<file path="config.mk">
export PLATFORM = sky130hd
export DESIGN_NAME = pss_delay
export DESIGN_NICKNAME = d
export VERILOG_FILES = /design/src/pss_delay.sv
export SDC_FILE = /design/constraint.sdc
export NUM_CORES = 1
export LEC_CHECK = 0
export BUFFER_PORTS_ARGS = -buffer_cell sky130_fd_sc_hd__buf_4
export CORE_AREA = 2 2 39 41
export DETAILED_ROUTE_END_ITERATION = 7
export DIE_AREA = 0 0 41 43
export PLACE_DENSITY_LB_ADDON = 0.08
export SLEW_MARGIN = 10
export SYNTH_ARGS = -nofsm -noshare
export SYNTH_HDL_FRONTEND = slang
export SYNTH_SLANG_ARGS = --single-unit
</file>
<file path="constraint.sdc">
create_clock -name clk_i -period 0.8 [get_ports clk_i]
set_input_delay 0 -clock clk_i [delete_from_list [all_inputs] [get_ports clk_i]]
set_output_delay 0 -clock clk_i [all_outputs]
set_load 0.005 [all_outputs]
</file>
<file path="src/pss_delay.sv">
`default_nettype none

module pss_delay #(
  parameter int unsigned Width = 8,
  parameter int unsigned Depth = 2
) (
  input  logic             clk_i,
  input  logic             en_i,
  input  logic [Width-1:0] data_i,
  output logic [Width-1:0] data_o
);

  logic [Width-1:0] pipe_q [Depth];

  always_ff @(posedge clk_i) begin
    if (en_i) begin
      pipe_q[0] <= data_i;
      for (int i = 1; i < Depth; i++) begin
        pipe_q[i] <= pipe_q[i-1];
      end
    end
  end

  assign data_o = pipe_q[Depth-1];

endmodule

`default_nettype wire

</file>
# == Yosys cells after proc, flatten, opt, wreduce, memory -nomap -nowiden ==
# Memory sizes are Yosys's and may differ from the RTL's.
# Cells that the tools add are included.
# totals
ff_bits,0
ramBits,16
inputBits,10
output_inout_bits,8
word_cells,3
mem_count,1
# memory_table
memory,words,width,rd,rd_ports_with_merged_regs,write_ports,line,source
pipe_q,2,8,2,0,2,13,logic [Width-1:0] pipe_q [Depth];
# op_classes
mux,2
# ops
operator,n
1-bit two-way mux,2

# == Depth between registers and ports, before layout ==
# depth
depth_word,2
depth_mapped,1
ltp_nobuf,0

# == Worst setup path after synthesis ==
# No wires, ideal clock.
# synth_timing
path_type,reg2reg
start,memory pipe_q[0][2]
end,"memory pipe_q[1][2] (netlist: pipe_q[0][10]), data pin"
setup_time_ps,266
arrival_time_ps,323
t_required_ps,534
path_slack_ps,211
stages_incl_launch_ff,1
path_buffers,0
synth_period_minus_slack_ps,589
path_cell_list,edfxtp_1
# synth_rtl
element,line
"start, declared",13

==> impl_table.tex <==
\begin{tabular}{lr}
\hline
Metric & Value \\
\hline
\multicolumn{2}{l}{\textbf{Outcome}} \\
Result of the run & finished clean \\
\multicolumn{2}{l}{\textbf{Drt}} \\
Vias after detailed routing & 249 \\
Post-detailed-route DRC marker count & 0 \\
Number of search-and-repair iterations in the first detailed-routing pass & 4 \\
Number of antenna-violating nets in the routed design & 0 \\
Violation count after the first detailed-routing iteration & 4 \\
Via-per-instance ratio & 4.15 \\
Post-Route WL & 632 um \\
Wire length per cell & 10.5 um \\
\multicolumn{2}{l}{\textbf{Hold path}} \\
Type of the tightest min-delay check & input port to flip-flop \\
Hold path start & en\_i \\
Hold worst-path end & pipe\_q[0][1] \\
Worst hold path stage count & 1 \\
\multicolumn{2}{l}{\textbf{Timing}} \\
Final setup violation count & 0 \\
Final setup skew & 0.000535 ns \\
Final hold slack & 0.0854 ns \\
Slew margin rel. & 87.5\% \\
Setup TNS & 0 ns \\
Hold Violations, Final & 0 \\
Worst slew pin tran & 0.187 ns \\
Final Slew Violations & 0 \\
Final Critical Period & 0.785 ns \\
Maximum operating frequency & 1270 MHz \\
RSZ-0062 raised after global routing & true \\
Final period util & 98.1\% \\
\multicolumn{2}{l}{\textbf{Power and ir drop}} \\
Cell area power density & 2050 nW/um2 \\
Overall power after layout & 0.00151 W \\
Sequential group share of total power & 66.7\% \\
Leakage power & 0.288 nW \\
Clock group share of total power & 25.1\% \\
Peak supply drop & 1.07 mV \\
Net Sw Power & 0.000257 W \\
Sw frac & 17.0\% \\
Int Power & 0.00125 W \\
Power share of the combinational group & 8.2\% \\
\multicolumn{2}{l}{\textbf{Setup path}} \\
Worst Path Arrival & 0.78 ns \\
Kind of critical path & flip-flop to output port \\
R2r startpoint & pipe\_q[0][2] \\
Register-to-Register Path Depth & 0 \\
CP max-delay cell & sky130\_fd\_sc\_hd\_\_edfxtp\_1 \\
Gate family responsible for the most delay along the worst path & flip-flops \\
Flop-to-flop setup slack & 0.18 ns \\
Crit-path max cell delay & 0.39 ns \\
Destination of the worst register-to-register timing path & pipe\_q[0][10] \\
Worst setup startpoint & pipe\_q[0][9] \\
WP data required & 0.80 ns \\
Sequence of cells on the critical path & buf\_6 \\
Critical path launch point type & flip-flop \\
Crit end category & output port \\
Largest fanout on the critical path & 1 \\
Number of buffers and inverters on the critical path & 1 \\
\multicolumn{2}{l}{\textbf{Synth}} \\
Count of cell types in the netlist & 2 \\
Post-Syn Instances & 24 \\
Synth Cell Area & 541 um2 \\
Most instantiated flip-flop cell in the synthesis netlist & sky130\_fd\_sc\_hd\_\_edfxtp\_1 \\
Cell accounting for the most synthesized area & sky130\_fd\_sc\_hd\_\_edfxtp\_1 \\
Number of enable-type register cells in the synthesized netlist & 16 \\
Share of synthesized registers carrying an async set or reset & 0\% \\
Post-Syn Area per Cell & 22.5 um2 \\
Commonest cells post-synth & 16 x sky130\_fd\_sc\_hd\_\_edfxtp\_1, 8 x sky130\_fd\_sc\_hd\_\_buf\_4 \\
Most repeated cell in the gate-level netlist after synthesis & sky130\_fd\_sc\_hd\_\_edfxtp\_1 \\
Biggest area contributors in the synthesized netlist & sky130\_fd\_sc\_hd\_\_edfxtp\_1 89\%, sky130\_fd\_sc\_hd\_\_buf\_4 11\% \\
Number of storage elements in the synthesis netlist & 16 \\
Syn\_nets & 34 \\
Share of the synthesized area in the top cell type & 88.9\% \\
Count of yosys warnings during synthesis & 0 \\
Sequential share of the synthesized area & 88.9\% \\
\multicolumn{2}{l}{\textbf{Run}} \\
Count of maximum capacitance violations & 0 \\
\multicolumn{2}{l}{\textbf{Final layout}} \\
Sequential cell area in the final layout & 480 um2 \\
Flip-flop count of the largest register after layout & 16 \\
Area taken by multi-input logic gates & 0 um2 \\
Layout fillers & 117 \\
Share of the core filled with cells in the final layout & 53.3\% \\
Antenna fix cells & 0 \\
Layout net count & 56 \\
Final standard cell area without fillers & 738 um2 \\
Largest register by flop count & pipe\_q \\
Area overhead of the layout relative to synthesis & 36.6\% \\
Multi-input logic cell count & 0 \\
Layout cell share with drive strength beyond 1 & 45.5\% \\
Largest registers & pipe\_q x16 \\
\multicolumn{2}{l}{\textbf{Clock network}} \\
Number of sinks on the clock net & 16 \\
Max Buffers Root-to-Sink & 2 \\
Depth of the CTS H-tree & 1 \\
Clock buffer count from CTS & 3 \\
Clock-pin transition on the worst setup and hold timing paths & 0.08 ns \\
Number of buffers inserted by post-CTS setup repair & 0 \\
Clk\_lat worst skew & 0.27 ns \\
Clk root buf & sky130\_fd\_sc\_hd\_\_clkbuf\_4 \\
Clock tree from TritonCTS & yes \\
\multicolumn{2}{l}{\textbf{Floorplan}} \\
Core area & 1380 um2 \\
Die outline height & 43 um \\
Effective utilization at floorplan & 39.1\% \\
I/O pins & 18 \\
Row count & 14 \\
DIE AREA & 1760 um2 \\
Width of the chip & 41 um \\
\multicolumn{2}{l}{\textbf{Global route}} \\
Via count of the first global-routing pass & 225 \\
Maximum number of pins on one net before global-route repair & 17 \\
GR Overflow Total & 0 \\
GRT Overall Usage & 8.56\% \\
Antenna violations before repair & 0 \\
First-pass GRT wire length & 917 um \\
\multicolumn{2}{l}{\textbf{Placement}} \\
PortBufs & 17 \\
Placement Cell Area & 628 um2 \\
Final weighted congestion of routability-driven global placement & 0.551 \\
\hline
\end{tabular}
[metrics by stage]
step / worst slack (ns) / cells
2_1_floorplan: 0.211 / 24
3_3_place_gp: 0.202 / 49
3_5_place_dp: 0.182 / 49
4_1_cts: -0.000258 / 60
5_1_grt: -0.0261 / 60
6_report: 0.0150 / 60
[how the worst max path moves through the flow]
stage,to,slack (ns),cells after the start
2_1_floorplan,pipe_q[0][10],0.21,0
3_3_place_gp,pipe_q[0][10],0.20,0
3_5_place_dp,pipe_q[0][10],0.18,0
4_1_cts,data_o[0],-0.0003,1
5_1_grt,data_o[1],-0.03,1
6_report,data_o[1],0.02,1
[power by group through the flow]
stage	Sequential, W	Combinational [W]	Clock (W)
floorplan	0.00102	0.0000398	0
global placement	0.00102	0.0000871	0
detailed placement	0.00103	0.0000901	0
CTS	0.00101	0.000121	0.000401
global route	0.00101	0.000134	0.000440
finish	0.00101	0.000124	0.000379
[timing repair]
item / CTS / global route
hold buffers: 8 / 0
gates resized for setup: 0 / 2
endpoints found under the setup margin: 1 / 8
endpoints found under the hold margin: 8 / 0
[kinds of logic after synthesis]
logic type / synth area share (%)
DFF: 88.9
buffers and inverters: 11.1
[metal layers]
layer / global-route usage, % / up-vias / part of all wire (%) / wire (um)
met1: 9.89 / 111 / 34 / 213
met5: 0 / - / 0 / 0
met2: 12.5 / 17 / 54 / 344
met3: 3.14 / 0 / 12 / 74
li1: - / 121 / - / -
met4: 6.00 / 0 / 0 / 0
[layout make-up]
type	instances	area share (%)
timing repair buffer	25	29.2
sequential	16	65.1
clock buffer	3	3.05
tap	16	2.71
[cells in the final DEF, fill, tap and decap left out, drive strengths merged]
| master | count |
|---|---|
| buf | 17 |
| edfxtp | 16 |
| dlygate4sd3 | 8 |
| clkbuf | 3 |
No activity file was read; power rests on OpenSTA's default activity.
