===== config.mk =====
export PLATFORM = sky130hd
export DESIGN_NAME = pss_isqrt
export DESIGN_NICKNAME = d
export VERILOG_FILES = /design/src/pss_isqrt.sv
export SDC_FILE = /design/constraint.sdc
export NUM_CORES = 1
export LEC_CHECK = 0
export ABC_CLOCK_PERIOD_IN_PS = 4000
export BUFFER_PORTS_ARGS = -buffer_cell sky130_fd_sc_hd__buf_4
export CAP_MARGIN = 10
export CORE_UTILIZATION = 50
export DETAILED_ROUTE_END_ITERATION = 10
export PLACE_DENSITY = 0.64
export RECOVER_POWER = 25
export SYNTH_ARGS = -nofsm -noshare
export SYNTH_HDL_FRONTEND = slang
export SYNTH_SLANG_ARGS = --single-unit

===== constraint.sdc =====
create_clock -name clk_i -period 4 [get_ports clk_i]
set_clock_uncertainty 0.15 [all_clocks]
set_input_delay 0.2 -clock clk_i [delete_from_list [all_inputs] [get_ports clk_i]]
set_output_delay 0.2 -clock clk_i [all_outputs]
set_load 0.1 [all_outputs]

===== src/pss_isqrt.sv =====
`default_nettype none

module pss_isqrt #(
  parameter int unsigned RootW = 15
) (
  input  logic               clk_i,
  input  logic               en_i,
  input  logic [2*RootW-1:0] rad_i,
  output logic [RootW-1:0]   root_o
);

  logic [RootW:0]     rem_q  [RootW-1];
  logic [2*RootW-1:0] rad_q  [RootW-1];
  logic [RootW-1:0]   root_q [RootW];

  for (genvar i = 0; i < RootW; i++) begin : g_step
    logic [RootW:0]     rem_in;
    logic [2*RootW-1:0] rad_in;
    logic [RootW-1:0]   root_in;
    logic [RootW+2:0]   cat;
    logic [RootW+2:0]   diff;

    if (i == 0) begin : g_first
      assign rem_in  = '0;
      assign rad_in  = rad_i;
      assign root_in = '0;
    end else begin : g_next
      assign rem_in  = rem_q[i-1];
      assign rad_in  = rad_q[i-1];
      assign root_in = root_q[i-1];
    end

    assign cat  = {rem_in, rad_in[2*RootW-1 -: 2]};
    assign diff = cat - {1'b0, root_in, 2'b01};

    always_ff @(posedge clk_i) begin
      if (en_i) begin
        root_q[i] <= {root_in[RootW-2:0], ~diff[RootW+2]};
      end
    end

    if (i < RootW - 1) begin : g_keep
      always_ff @(posedge clk_i) begin
        if (en_i) begin
          rem_q[i] <= diff[RootW+2] ? cat[RootW:0] : diff[RootW:0];
          rad_q[i] <= {rad_in[2*RootW-3:0], 2'b00};
        end
      end
    end
  end

  assign root_o = root_q[RootW-1];

endmodule

`default_nettype wire


## Word-level counts from Yosys, hierarchy flattened

Memories as Yosys holds them, arrays and structs flattened.
Cells that the tools add are included.

- Flip-flop bits (word level): 0
- Bits in writable memories: 841
- Input bits: 32
- Word-level logic and storage cells: 49
- Memories kept: 3

Memories:

| name | depth | width | rd ports | clocked after memory_dff | write ports | line | source |
|---|---|---|---|---|---|---|---|
| rad_q | 14 | 28 | 14 | 0 | 14 | 13 | `logic [2*RootW-1:0] rad_q [RootW-1];` |
| root_q | 15 | 15 | 15 | 0 | 15 | 14 | `logic [RootW-1:0] root_q [RootW];` |
| rem_q | 14 | 16 | 14 | 0 | 14 | 12 | `logic [RootW:0] rem_q [RootW-1];` |

- $add $sub $neg: 15
- Muxes and demuxes: 16
- Bitwise logic cells: 15

Operators by type and width:

| operator | count |
|---|---|
| $sub 18x17->18 | 14 |
| $mux 16 | 14 |
| $not 1->1 | 15 |
| $sub 2x1->3 const B | 1 |
| $mux 1 | 2 |

## Longest topological paths before layout

An unclocked memory read counts as a cell.

- Depth after elaboration: 3
- Depth in mapped cells: 11
- Depth with buffers taken out: 10

## Worst setup path after synthesis

No wires, ideal clock.

- Path type: register to register
- From: memory rem_q[1][38] (netlist bit)
- To: memory rem_q[1][54] (netlist bit) (data pin)
- Library setup time: 0.260 ns
- Arrival time: 2.952 ns
- Required time: 3.590 ns
- Slack: 0.638 ns
- Stages on the path, launching flop included: 10
- Path buffers: 1
- Clock period less this slack: 3.362 ns
- Path through: edfxtp_1 -> ha_1 -> a21o_1 -> o21bai_1 -> or4b_2 -> a41oi_1 -> o21bai_1 -> xor2_1 -> buf_2 -> mux2_2

RTL lines:

| item | line |
|---|---|
| start: declaration | 12 |

==> flow_metrics.tcl <==
set metrics [dict create \
    critPathLaunchType "flip-flop" \
    die_area_sq_um 49180 \
    cts.htree.levels 2 \
    routed-via-count 13450 \
    finalSetupViolCount 0 \
    worst_ep_arrival_time_ps 3740 \
    cts.path.max_buffers 3 \
    grt_max_degree 103 \
    drv_slew 0 \
    synthMuxAreaShare_pct 3.228 \
    layout_worst_path_cycle_share_pct 89.33 \
    clkSinkCount 531 \
    synth_edf_count 531 \
    timing_hold_violations_final 0 \
    grt_overflow_total 0 \
    ys_warn_count 0 \
    post_cts_resized 0 \
    final_tns_setup_ps 0 \
    first_pass_grt_wire_length_um 63850 \
    place_congestion 0.8374 \
    drt-initial-drc-count 708 \
    vias_in_the_first_global_route 13697 \
    timing.critical_path.to_type "flip-flop" \
    synth_top_family_by_area "compound AO/OA/AOI/OAI gates" \
    drc 0 \
    routed_wl_um 38270 \
    hold_ws_ps 202.2 \
    synth-async-reset-ratio_pct 0 \
    antennaDiodeCount 0 \
    post_synth_xor_xnor_area_pct 5.585 \
    firstDrtPassIters 5 \
    worstSkewPairLatency_ps 590 \
    die_width_um 221.8 \
    hpwlAfterDp_um 26330 \
    tightest_slew_ps 1109 \
    cts.root.buffer_cell "sky130_fd_sc_hd__clkbuf_16" \
    floorplan.initialDensity_pct 50.68 \
    post_cts_setup_buffers 0 \
    netlist_top_cells_area "sky130_fd_sc_hd__edfxtp_1 66%, sky130_fd_sc_hd__ha_1 6.2%, sky130_fd_sc_hd__xnor2_1 3.5%" \
    synthesized_area_fraction_occupied_by_adder_cells_pct 6.166 \
    numCtsBuffers 54 \
    post_synth.cell_area_avg_sq_um 13.90 \
    number_of_routed_nets_with_antenna_violations 0 \
    io_buffers 46 \
    r2r-start "rem_q[1][38]" \
    setup.worst_path.start "rem_q[1][38]" \
    grt_antenna_before_repair 0 \
    maxCapViolCount 0 \
    crit_fanout 12 \
    yosys.area.top_type "sky130_fd_sc_hd__edfxtp_1" \
    worstPathRequired_ps 4170 \
    p_leak_nw 10.36 \
    run_status "finished clean" \
    vdd_ir_drop_max_v 0.0003672 \
    boundaryPins 47 \
    synth.distinct_cells 69 \
    ys_dominant_reg_cell "sky130_fd_sc_hd__edfxtp_1" \
    grt.total_usage_pct 15.83 \
    max_freq_mhz 279.9 \
    fp-row-count 80 \
    finalNetCount 2012 \
    synth-seq-area-share_pct 66.03 \
    synth_compound_area_share_pct 8.482 \
    hp-start "rad_i[1]" \
    die_height_um 221.8 \
    hold_path_class "in2reg" \
    post-route-min-period_ps 3573 \
    timing.max_slew.rel_slack_pct 25.54 \
    final_layout_size_suffix_gt1_share_pct 11.55 \
    n_fill_cell 3727 \
    yosys_reg_bits 531 \
    clkTransAtPathRegs_ps 60 \
    post_synth_inst_count 1737 \
    finalPower_mw 15.29 \
    critPathKind "reg2reg" \
    syn-cell-area_sq_um 24150 \
    synth_simple_gate_area_share_pct 7.606 \
    tritoncts "built" \
    final_cell_utilization_of_the_core_pct 57.53 \
    grt_setup_unrepaired "false" \
    routed_wire_per_std_cell_um 15.19 \
    synth_nets 1888 \
    yosys.area.top_type_share_pct 66.03 \
    average_vias_per_placed_instance 5.337 \
    pwr_density_cell_nw_per_um2 557.8 \
    core_region_area_sq_um 47650 \
    layout-area-overhead-vs-synth_pct 13.50 \
]
sequential cells by signal, indices dropped and copies added, names as in the netlist:
name / count
root_q: 120
rem_q: 201
rad_q: 210
worst max-delay path: stages, from the launching register on:
cell	delay [ps]
sky130_fd_sc_hd__edfxtp_1	400
sky130_fd_sc_hd__ha_1	410
sky130_fd_sc_hd__a21o_1	220
sky130_fd_sc_hd__o21bai_1	170
sky130_fd_sc_hd__or4b_2	650
sky130_fd_sc_hd__a41oi_1	290
sky130_fd_sc_hd__o21bai_1	120
sky130_fd_sc_hd__xor2_1	270
sky130_fd_sc_hd__buf_4	280
sky130_fd_sc_hd__mux2_2	370
synthesized netlist by cell type (21+ instances only):
| library cell | count |
|---|---|
| sky130_fd_sc_hd__edfxtp_1 | 531 |
| sky130_fd_sc_hd__inv_1 | 157 |
| sky130_fd_sc_hd__ha_1 | 119 |
| sky130_fd_sc_hd__nor2_1 | 100 |
| sky130_fd_sc_hd__xnor2_1 | 96 |
| sky130_fd_sc_hd__o21ai_0 | 88 |
| sky130_fd_sc_hd__nand2_1 | 80 |
| sky130_fd_sc_hd__a21oi_1 | 78 |
| sky130_fd_sc_hd__mux2_2 | 62 |
| sky130_fd_sc_hd__xor2_1 | 58 |
| sky130_fd_sc_hd__o21a_1 | 37 |
| sky130_fd_sc_hd__nor3_1 | 33 |
| sky130_fd_sc_hd__nand3_1 | 21 |
metrics by stage:
stage,worst slack [ps],cell area (sq um),std cells
after global placement,560.7,25350,2388
after floorplan,638.2,24150,1737
after CTS,454.9,27410,2520
after detailed placement,488.9,25350,2388
final,426.7,27410,2520
after global routing,330.7,27410,2520
report_power, final:
part | switching [mW] | leakage (nW) | internal, mW
logic | 1.64 | 4.32 | 1.40
clock network | 2.04 | 0.837 | 2.87
registers | 0.356 | 5.20 | 6.99
total | 4.03 | 10.4 | 11.3
routing by layer:
metal	vias to the layer above	part of all wire, %	GRT usage, %
met5	-	0	0
met4	0	3.9	7.303
met2	216	55	30.69
li1	6705	-	-
met1	6433	38	16.27
met3	96	3.4	2.942
path summary, 6_finish.rpt:
path,depth (start not counted),slack (ps),endpoint
setup reg to reg,9,430,rem_q[1][56]
hold / removal,2,200,rad_q[0][1]
hold reg to reg,0,260,rad_q[1][54]
setup / recovery,9,430,rem_q[1][56]
area by class of cell:
type	count	area (sq um)	area share (%)
sequential	531	15950	58.18
multi-input combinational	1022	7506	27.39
clock buffer	64	1389	5.067
timing repair buffer	95	863.3	3.150
tap	615	769.5	2.807
inverter	157	589.3	2.150
clock inverter	36	346.6	1.264
timing repair:
item                                   in CTS  in global routing
hold buffers                               32                  0
setup endpoints to repair                   0                  0
endpoints found under the hold margin      55                  0
layout by cell type, fill, tap and decap left out, drive strengths merged, types with 7 or more instances in the layout:
cell | synthesis | routed
edfxtp | 531 | 531
inv | 157 | 157
ha | 119 | 119
nor2 | 100 | 100
xnor2 | 96 | 96
clkbuf | 17 | 93
o21ai | 88 | 88
nand2 | 80 | 80
a21oi | 78 | 78
mux2 | 63 | 63
xor2 | 58 | 58
o21a | 37 | 37
buf | 10 | 34
nor3 | 33 | 33
dlygate4sd3 | 0 | 32
clkinv | 0 | 26
nand3 | 21 | 21
a21o | 19 | 19
nor2b | 18 | 18
nor4 | 17 | 17
nand2b | 16 | 16
or3 | 13 | 13
nand4 | 12 | 12
a211oi | 12 | 12
o31ai | 11 | 11
o21bai | 9 | 9
o211ai | 8 | 8
or4 | 8 | 8
mux2i | 7 | 7
nand3b | 7 | 7
kinds of logic (layout without fill, tap and decap cells):
logic type               Yosys count  count (layout)
flip-flops                       531             531
AND/OR/NAND/NOR                  359             359
AO/OA/AOI/OAI                    319             319
buffers and inverters            184             352
XOR/XNOR                         154             154
adder cells (fa/ha/maj)          119             119
multiplexers                      70              70
other                              1               1
Note: power is estimated with default switching activity, not from simulation.
