<file path="config.mk">
export PLATFORM = sky130hd
export DESIGN_NAME = pss_div
export DESIGN_NICKNAME = d
export VERILOG_FILES = /design/src/pss_div.sv
export SDC_FILE = /design/constraint.sdc
export NUM_CORES = 1
export LEC_CHECK = 0
export ABC_AREA = 1
export ABC_CLOCK_PERIOD_IN_PS = 3300
export BUFFER_PORTS_ARGS = -buffer_cell sky130_fd_sc_hd__buf_2
export CAP_MARGIN = 20
export CORE_ASPECT_RATIO = 1.1
export CORE_UTILIZATION = 40
export CTS_CLUSTER_SIZE = 14
export DETAILED_ROUTE_END_ITERATION = 8
export GPL_TIMING_DRIVEN = 1
export PLACE_DENSITY_LB_ADDON = 0.05
export SLEW_MARGIN = 20
export SYNTH_ARGS = -nofsm -noshare
export SYNTH_HDL_FRONTEND = slang
export SYNTH_SLANG_ARGS = --single-unit
</file>
<file path="constraint.sdc">
create_clock -name clk_i -period 3.3 [get_ports clk_i]
set_input_delay 0.495 -clock clk_i [delete_from_list [all_inputs] [get_ports clk_i]]
set_output_delay 0.495 -clock clk_i [all_outputs]
set_load 0.01 [all_outputs]
</file>
<file path="src/pss_div.sv">
`default_nettype none

module pss_div #(
  parameter int unsigned NumW = 22,
  parameter int unsigned DenW = 7,
  parameter int unsigned QuoW = 15
) (
  input  logic                   clk_i,
  input  logic                   en_i,
  input  logic [NumW-1:0]        num_i,
  input  logic [DenW-1:0]        den_i,
  input  logic                   neg_i,
  output logic signed [QuoW:0]   quo_o
);

  logic [DenW-1:0] rem_q  [QuoW-1];
  logic [DenW-1:0] den_q  [QuoW-1];
  logic [QuoW-1:0] bits_q [QuoW];
  logic            neg_q  [QuoW];

  for (genvar i = 0; i < QuoW; i++) begin : g_step
    logic [DenW-1:0] rem_in;
    logic [DenW-1:0] den_in;
    logic [QuoW-1:0] bits_in;
    logic            neg_in;
    logic [DenW:0]   trial;
    logic [DenW:0]   diff;

    if (i == 0) begin : g_first
      assign rem_in  = DenW'(num_i[NumW-1:QuoW]);
      assign bits_in = num_i[QuoW-1:0];
      assign den_in  = den_i;
      assign neg_in  = neg_i;
    end else begin : g_next
      assign rem_in  = rem_q[i-1];
      assign bits_in = bits_q[i-1];
      assign den_in  = den_q[i-1];
      assign neg_in  = neg_q[i-1];
    end

    assign trial = {rem_in, bits_in[QuoW-1]};
    assign diff  = trial - {1'b0, den_in};

    always_ff @(posedge clk_i) begin
      if (en_i) begin
        bits_q[i] <= {bits_in[QuoW-2:0], ~diff[DenW]};
        neg_q[i]  <= neg_in;
      end
    end

    if (i < QuoW - 1) begin : g_keep
      always_ff @(posedge clk_i) begin
        if (en_i) begin
          rem_q[i] <= diff[DenW] ? trial[DenW-1:0] : diff[DenW-1:0];
          den_q[i] <= den_in;
        end
      end
    end
  end

  assign quo_o = neg_q[QuoW-1] ? -$signed({1'b0, bits_q[QuoW-1]})
                               : $signed({1'b0, bits_q[QuoW-1]});

endmodule

`default_nettype wire

</file>
* After elaboration in Yosys (flattened, before gate mapping) *
Memories as Yosys holds them, arrays and structs flattened.
Cells that the tools add are included.

word-level totals
  bits in registers = 0
  latch bits = 0
  memory bits (writable) = 436
  memory bits (read-only) = 0
  output and inout bits = 16
  memories kept = 4

cells by class
  add/sub/neg operators = 16
  $mul = 0
  div/mod/pow operators = 0
  order comparisons = 0
  equal/unequal tests = 0
  shift-type cells = 0
  multiplexer cells = 17
  bitwise logic cells = 15
  reductions and logical operators = 0

memories
  memory  depth  bits a word  read ports  clocked after Yosys merged registers in  wr ports  line  source
  bits_q  15     15           15          0                                        15        18    logic [QuoW-1:0] bits_q [QuoW];
  den_q   14     7            14          0                                        14        17    logic [DenW-1:0] den_q [QuoW-1];
  rem_q   14     7            14          0                                        14        16    logic [DenW-1:0] rem_q [QuoW-1];
  neg_q   15     1            15          0                                        15        19    logic neg_q [QuoW];

operators with widths
  kind                                         count
  8-bit by 7-bit subtractor with 8-bit output  15
  7-bit two-way mux                            14
  16-bit two-way mux                           1
  15-bit negation with 16-bit output           1
  1-bit inverter                               15
  1-bit two-way mux                            2

* Logic depth before layout (Yosys ltp) *
Gate-level depths: netlist (run 1).

  depth after elaboration = 2
  mapped depth = 12
  gate-level depth less buffers = 12

* Least setup slack after synthesis (run 1) *
OpenSTA, ideal clock, no wires.

  path type = input to register
  start point = in num_i[14]
  end point = mem rem_q[0][6], data pin
  arrival = 1587 ps
  data required time = 3048 ps
  path slack = 1460 ps
  cell stages on the path = 11
  buffers on the path = 0
  path through = inv_1 > ha_1 > fa_1 > inv_1 > nand2_1 > nand2_1 > nand3b_1 > nand3_1 > nand2_1 > nand2_1 > nand2_1

RTL lines
  item                line  source
  start: declaration  10    input logic [NumW-1:0] num_i,
  end: declaration    16

==> results.json, run 1 <==
{
  "nNetsFinal": 2141,
  "p_leak_nw": 10.8,
  "drv_cap": 0,
  "die-area_um2": 54400,
  "synthesis.area_um2": 21400,
  "root_buffer": "clkbuf_16",
  "slew_headroom_pct": 58.9,
  "rsz0062_at_grt": "false",
  "viasPerCell": 4.63,
  "dp.cells": 2613,
  "place_congestion": 0.793,
  "routed-via-count": 12500,
  "p_sw_share_pct": 33.9,
  "crit_required_ns": 2.80,
  "power_density_nw_per_um2": 859,
  "async_reset_ff_share_pct": 0,
  "ys_types": 29,
  "grt_usage_pct": 13.6,
  "synth_cells": 1882,
  "pwr-share-seq_pct": 38.7,
  "fmax_mhz": 400,
  "wl_mm": 35.7,
  "cts_sinks": 436,
  "grt_antenna_before_repair": 1,
  "post_drt_wl_per_cell_um": 13.2,
  "yosysWarningCount": 0,
  "p_switching_w": 0.00709,
  "crit_fanout": 3,
  "cts.htree.levels": 2,
  "drt_iter0_markers": 591,
  "avgSynthCellArea_um2": 11.4,
  "worst_slew_pin_slew_ns": 0.617,
  "grt_pass1_wl_mm": 60.5,
  "timing_max_transition_violations_final": 0,
  "rows": 88,
  "drtPass1Iterations": 5,
  "synth_seq_area_share_pct": 61.2,
  "end_kind": "output port",
  "overflow": 0,
  "synth_seq_cells": 436,
  "power_w": 0.0209,
  "die_y_um": 244,
  "min_period_ns": 2.50,
  "grt_max_degree": 76,
  "clock_power_share_pct": 27.8,
  "synthFlopType": "edfxtp_1",
  "cts_hold_buf": 0,
  "cts_max_path_buffers": 3,
  "critical_path_class": "register to output port",
  "cts_tree": "yes",
  "numCtsBuffers": 50,
  "layout-drive-gt1-share_pct": 15.2,
  "drtAntennaViolNets": 0,
  "final_common_cell": "nand2_1",
  "fin_cells": 2703,
  "core-area_um2": 52600,
  "postCtsResizedCells": 0,
  "fin_crit_sh_pct": 75.8,
  "clk_pin_slew_ns": 0.06,
  "layout_common_cells": "nand2_1, edfxtp_1, inv_1",
  "die_w_um": 222,
  "worstPathArrival_ns": 2.01,
  "p_int_w": 0.0138,
  "portBuffers": 47,
  "cp-start-kind": "register",
  "dpl.hpwl_mm": 25.6,
  "postCtsSetupBuffers": 0,
  "grt_pass1_vias": 12500,
  "finalSetupTns_ns": 0,
  "clk_latency_ns": 0.58,
  "synth_edf_count": 436,
  "area_delta_synth_final_pct": 13.9,
  "pin_count": 48,
  "min_path_type": "input port to register",
  "start_util_pct": 40.6,
  "skew_ns": 0.0166,
  "finalSetupViolations": 0,
  "timing_hold_violations_final": 0,
  "final_util_pct": 46.3,
  "drc": 0,
  "status": "complete, no violations",
  "vdd_drop_max_mv": 0.396,
  "power_frac_comb_pct": 33.5,
  "synth_fp_nets": 2033
}
==> synth_stat cells, drive strengths merged (2+ instances only) <==
master | n | area, µm²
fa | 14 | 280
ha | 105 | 1310
xnor2 | 20 | 175
nand3 | 226 | 1430
or2 | 22 | 155
edfxtp | 436 | 13100
buf | 3 | 17.5
nand2 | 591 | 2650
xor2 | 2 | 17.5
nor2 | 56 | 280
a21oi | 38 | 374
o21ai | 6 | 30.0
inv | 308 | 1160
nand3b | 43 | 323
nand4 | 9 | 56.3
o21a | 2 | 15.0
==> power by group through the flow <==
stage	clock [W]	combinational, W	sequential (W)
3_3_place_gp	0	0.00696	0.00822
5_1_grt	0.00623	0.00806	0.00821
4_1_cts	0.00603	0.00710	0.00811
6_report	0.00582	0.00700	0.00809
2_1_floorplan	0	0.00568	0.00795
3_5_place_dp	0	0.00706	0.00820
==> worst max-delay path, cell delays in order, from the launching register on <==
cell and delay, ns:
edfxtp_1 0.38, inv_1 0.09, ha_1 0.19, nand4_1 0.19
o21ai_1 0.28, nand2_1 0.08, nand2_1 0.06, nand2_1 0.04
buf_2 0.13
==> final timing paths <==
path                                 from                     end  slack [ns]  cells after the start
setup / recovery  bits_q[1][90]$_DFFE_PP_               quo_o[10]        0.80                      8
hold / removal                   num_i[6]  bits_q[0][7]$_DFFE_PP_        0.09                      1
setup reg to reg   rem_q[0][52]$_DFFE_PP_   rem_q[1][0]$_DFFE_PP_        1.35                      9
hold reg to reg        neg_q[4]$_DFFE_PP_      neg_q[5]$_DFFE_PP_        0.42                      0
==> area by class of cell <==
class | instances | area [µm²]
clock buffers | 56 | 1290
well taps | 675 | 845
diodes | 1 | 2.50
clock inverters | 33 | 449
fillers | 4757 | 28300
multi-input cells | 1135 | 7110
repair buffers | 59 | 398
flip-flops and latches | 436 | 13100
inverters | 308 | 1160
==> logic make-up (layout without fill, tap and decap cells) <==
family | after synthesis | in the layout | share of synthesized area (%)
AO/OA/AOI/OAI | 47 | 47 | 2.00
flip-flops | 436 | 436 | 61.2
XOR/XNOR | 22 | 22 | 0.901
adder cells (fa/ha/maj) | 119 | 119 | 7.46
other | 0 | 1 | 0
buffers and inverters | 311 | 456 | 5.49
AND/OR/NAND/NOR | 947 | 947 | 22.9
==> metrics by stage <==
| stage | setup WS [ns] | instance area [µm²] | hold slack [ns] |
|---|---|---|---|
| final | 0.798 | 24300 | 0.0885 |
| after global routing | 0.569 | 24300 | 0.0476 |
| after CTS | 0.731 | 24300 | 0.0417 |
| after detailed placement | 1.23 | 22600 | 0.405 |
| after global placement | 1.21 | 22600 | 0.401 |
| after floorplan | 1.46 | 21400 | 0.400 |
==> layer usage <==
metal	vias to the layer above	share of wire, %	track usage (%)
li1	6516	-	-
met1	5789	47	17.4
met2	151	47	23.0
met3	59	3.5	2.85
met4	0	2.8	4.79
met5	-	0	0
==> sequential cells by signal (all words and copies together) (netlist names) <==
name	count
bits_q	225
den_q	98
neg_q	15
rem_q	98
(Power assumes the default switching activity.)
==> run 2, diff against run 1 <==
- ABC_CLOCK_PERIOD_IN_PS: 3300 -> 2500
- clock period: 3.3 -> 2.5 ns (I/O delays scaled with it)
==> run 2 against run 1 <==
Compared with the run above: flip-flop and latch count did not move; combinational power increased by 33%; cell count increased by 0.81%; worst hold slack got worse by 0.050 ns; clock skew grew 0.0012 ns; non-clock buffer count grew 25; global-route usage up 0.25 points; design area rose by 0.51%; via count hardly changed.
==> results.json, run 2 (synthesis results as in run 1) <==
{
  "cts.htree.levels": 2,
  "rows": 88,
  "largest_register": "bits_q",
  "grt_pass1_wl_mm": 61.3,
  "cts_tree": "yes",
  "die_y_um": 244,
  "layout-drive-gt1-share_pct": 15.0,
  "vdd_drop_max_mv": 0.472,
  "fin_crit_sh_pct": 94.3,
  "crit_fanout": 3,
  "clk_pin_slew_ns": 0.06,
  "worst_slew_pin_slew_ns": 0.556,
  "numCtsBuffers": 48,
  "p_int_w": 0.0178,
  "cp-start-kind": "register",
  "clk_latency_ns": 0.58,
  "die-area_um2": 54400,
  "layout_common_cells": "nand2_1, edfxtp_1, inv_1",
  "grt_max_degree": 58,
  "p_sw_share_pct": 34.6,
  "top_regs": "bits_q (225), den_q (98), rem_q (98)",
  "largest_register_ffs": 225,
  "cts_sinks": 436,
  "final_area_um2": 24500,
  "grt_pass1_vias": 12400,
  "cts_max_path_buffers": 3,
  "end_kind": "output port",
  "p_switching_w": 0.00939,
  "worstPathArrival_ns": 1.98,
  "finalSetupViolations": 0,
  "slew_headroom_pct": 62.9,
  "timing_max_transition_violations_final": 0,
  "drv_cap": 0,
  "portBuffers": 47,
  "drtAntennaViolNets": 0,
  "core-area_um2": 52600,
  "critical_path_class": "register to output port",
  "nNetsFinal": 2164,
  "skew_ns": 0.0178,
  "drtPass1Iterations": 4,
  "rsz0062_at_grt": "true",
  "area_delta_synth_final_pct": 14.5,
  "power_density_nw_per_um2": 1110,
  "timing_hold_violations_final": 0,
  "diodes": 0,
  "fmax_mhz": 424,
  "die_w_um": 222,
  "start_util_pct": 40.6,
  "routed-via-count": 12500,
  "wl_mm": 36.5,
  "pwr-share-seq_pct": 39.3,
  "dpl.hpwl_mm": 26.2,
  "crit_required_ns": 2.12,
  "overflow": 0,
  "grt_antenna_before_repair": 0,
  "clock_power_share_pct": 26.5,
  "viasPerCell": 4.59,
  "pin_count": 48,
  "place_area_um2": 22600,
  "p_leak_nw": 10.8,
  "power_frac_comb_pct": 34.2,
  "min_path_type": "input port to register",
  "grt_usage_pct": 13.9,
  "post_drt_wl_per_cell_um": 13.4,
  "root_buffer": "clkbuf_16",
  "finalSetupTns_ns": 0,
  "min_period_ns": 2.36,
  "drt_iter0_markers": 537,
  "place_congestion": 0.766,
  "drc": 0,
  "status": "complete, no violations",
  "final_common_cell": "nand2_1",
  "postCtsSetupBuffers": 0
}
==> run 2: cell count changes in the layout (fill, tap and decap cells not counted), moves of 2 or more <==
cell and delta:
clkinv_4 -2, bufinv_16 -4, clkbuf_1 +2, buf_4 +3, clkinv_1 +2, dlygate4sd3_1 +21
==> run 2: power groups by stage <==
stage	Clock [W]	Sequential, W	Combinational [W]
6_report	0.00719	0.0107	0.00930
3_3_place_gp	0	0.0108	0.00924
3_5_place_dp	0	0.0108	0.00932
2_1_floorplan	0	0.0105	0.00750
4_1_cts	0.00747	0.0107	0.00941
5_1_grt	0.00772	0.0108	0.0107
==> run 2: path summary, 6_finish.rpt <==
path              cells after the start  slack (ns)                     from                      end
setup reg to reg                      9        0.51   rem_q[0][38]$_DFFE_PP_   rem_q[0][47]$_DFFE_PP_
setup / recovery                      8        0.14  bits_q[1][90]$_DFFE_PP_                quo_o[10]
hold / removal                        1        0.04                 den_i[1]    den_q[0][1]$_DFFE_PP_
hold reg to reg                       0        0.41  bits_q[0][10]$_DFFE_PP_  bits_q[0][26]$_DFFE_PP_
==> run 2: per-stage QoR <==
| stage | hold WS, ns | util (%) | total power [W] | worst slack [ns] | std cells |
|---|---|---|---|---|---|
| 2_1_floorplan | 0.400 | - | 0.0180 | 0.780 | 1882 |
| 3_3_place_gp | 0.401 | 43.0 | 0.0201 | 0.554 | 2617 |
| 3_5_place_dp | 0.405 | 43.0 | 0.0202 | 0.527 | 2617 |
| 4_1_cts | 0.00183 | 46.5 | 0.0276 | 0.0354 | 2725 |
| 5_1_grt | 0.0144 | 46.5 | 0.0292 | 0.00673 | 2725 |
| 6_report | 0.0389 | 46.5 | 0.0272 | 0.141 | 2725 |
==> run 2: worst max-delay path: stages (launching register included) <==
cell and delay [ns]:
edfxtp_1 0.38, inv_1 0.09, ha_2 0.20, nand4_1 0.16, o21ai_1 0.26, nand2_1 0.08, nand2_1 0.06, nand2_1 0.05
buf_2 0.13
==> run 2: what timing repair did <==
item / 4_1_cts / 5_1_grt
endpoints found under the hold margin: 21 / 0
gates resized for setup: 0 / 2
endpoints found under the setup margin: 0 / 5
hold buffers: 21 / 0
==> run 2: routing by layer <==
metal,routed length (µm),global-route usage [%],vias up
li1,-,-,6566
met1,17100,17.9,5747
met2,17100,23.4,144
met3,1360,2.76,60
met4,924,4.58,0
met5,0,0,-
==> run 2: cell type report <==
cell class	count	area [µm²]
Fill cell	4851	28200
Sequential cell	436	13100
Multi-Input combinational cell	1135	7120
Clock buffer	57	1280
Inverter	308	1160
Tap cell	675	845
Timing Repair Buffer	84	651
Clock inverter	30	335
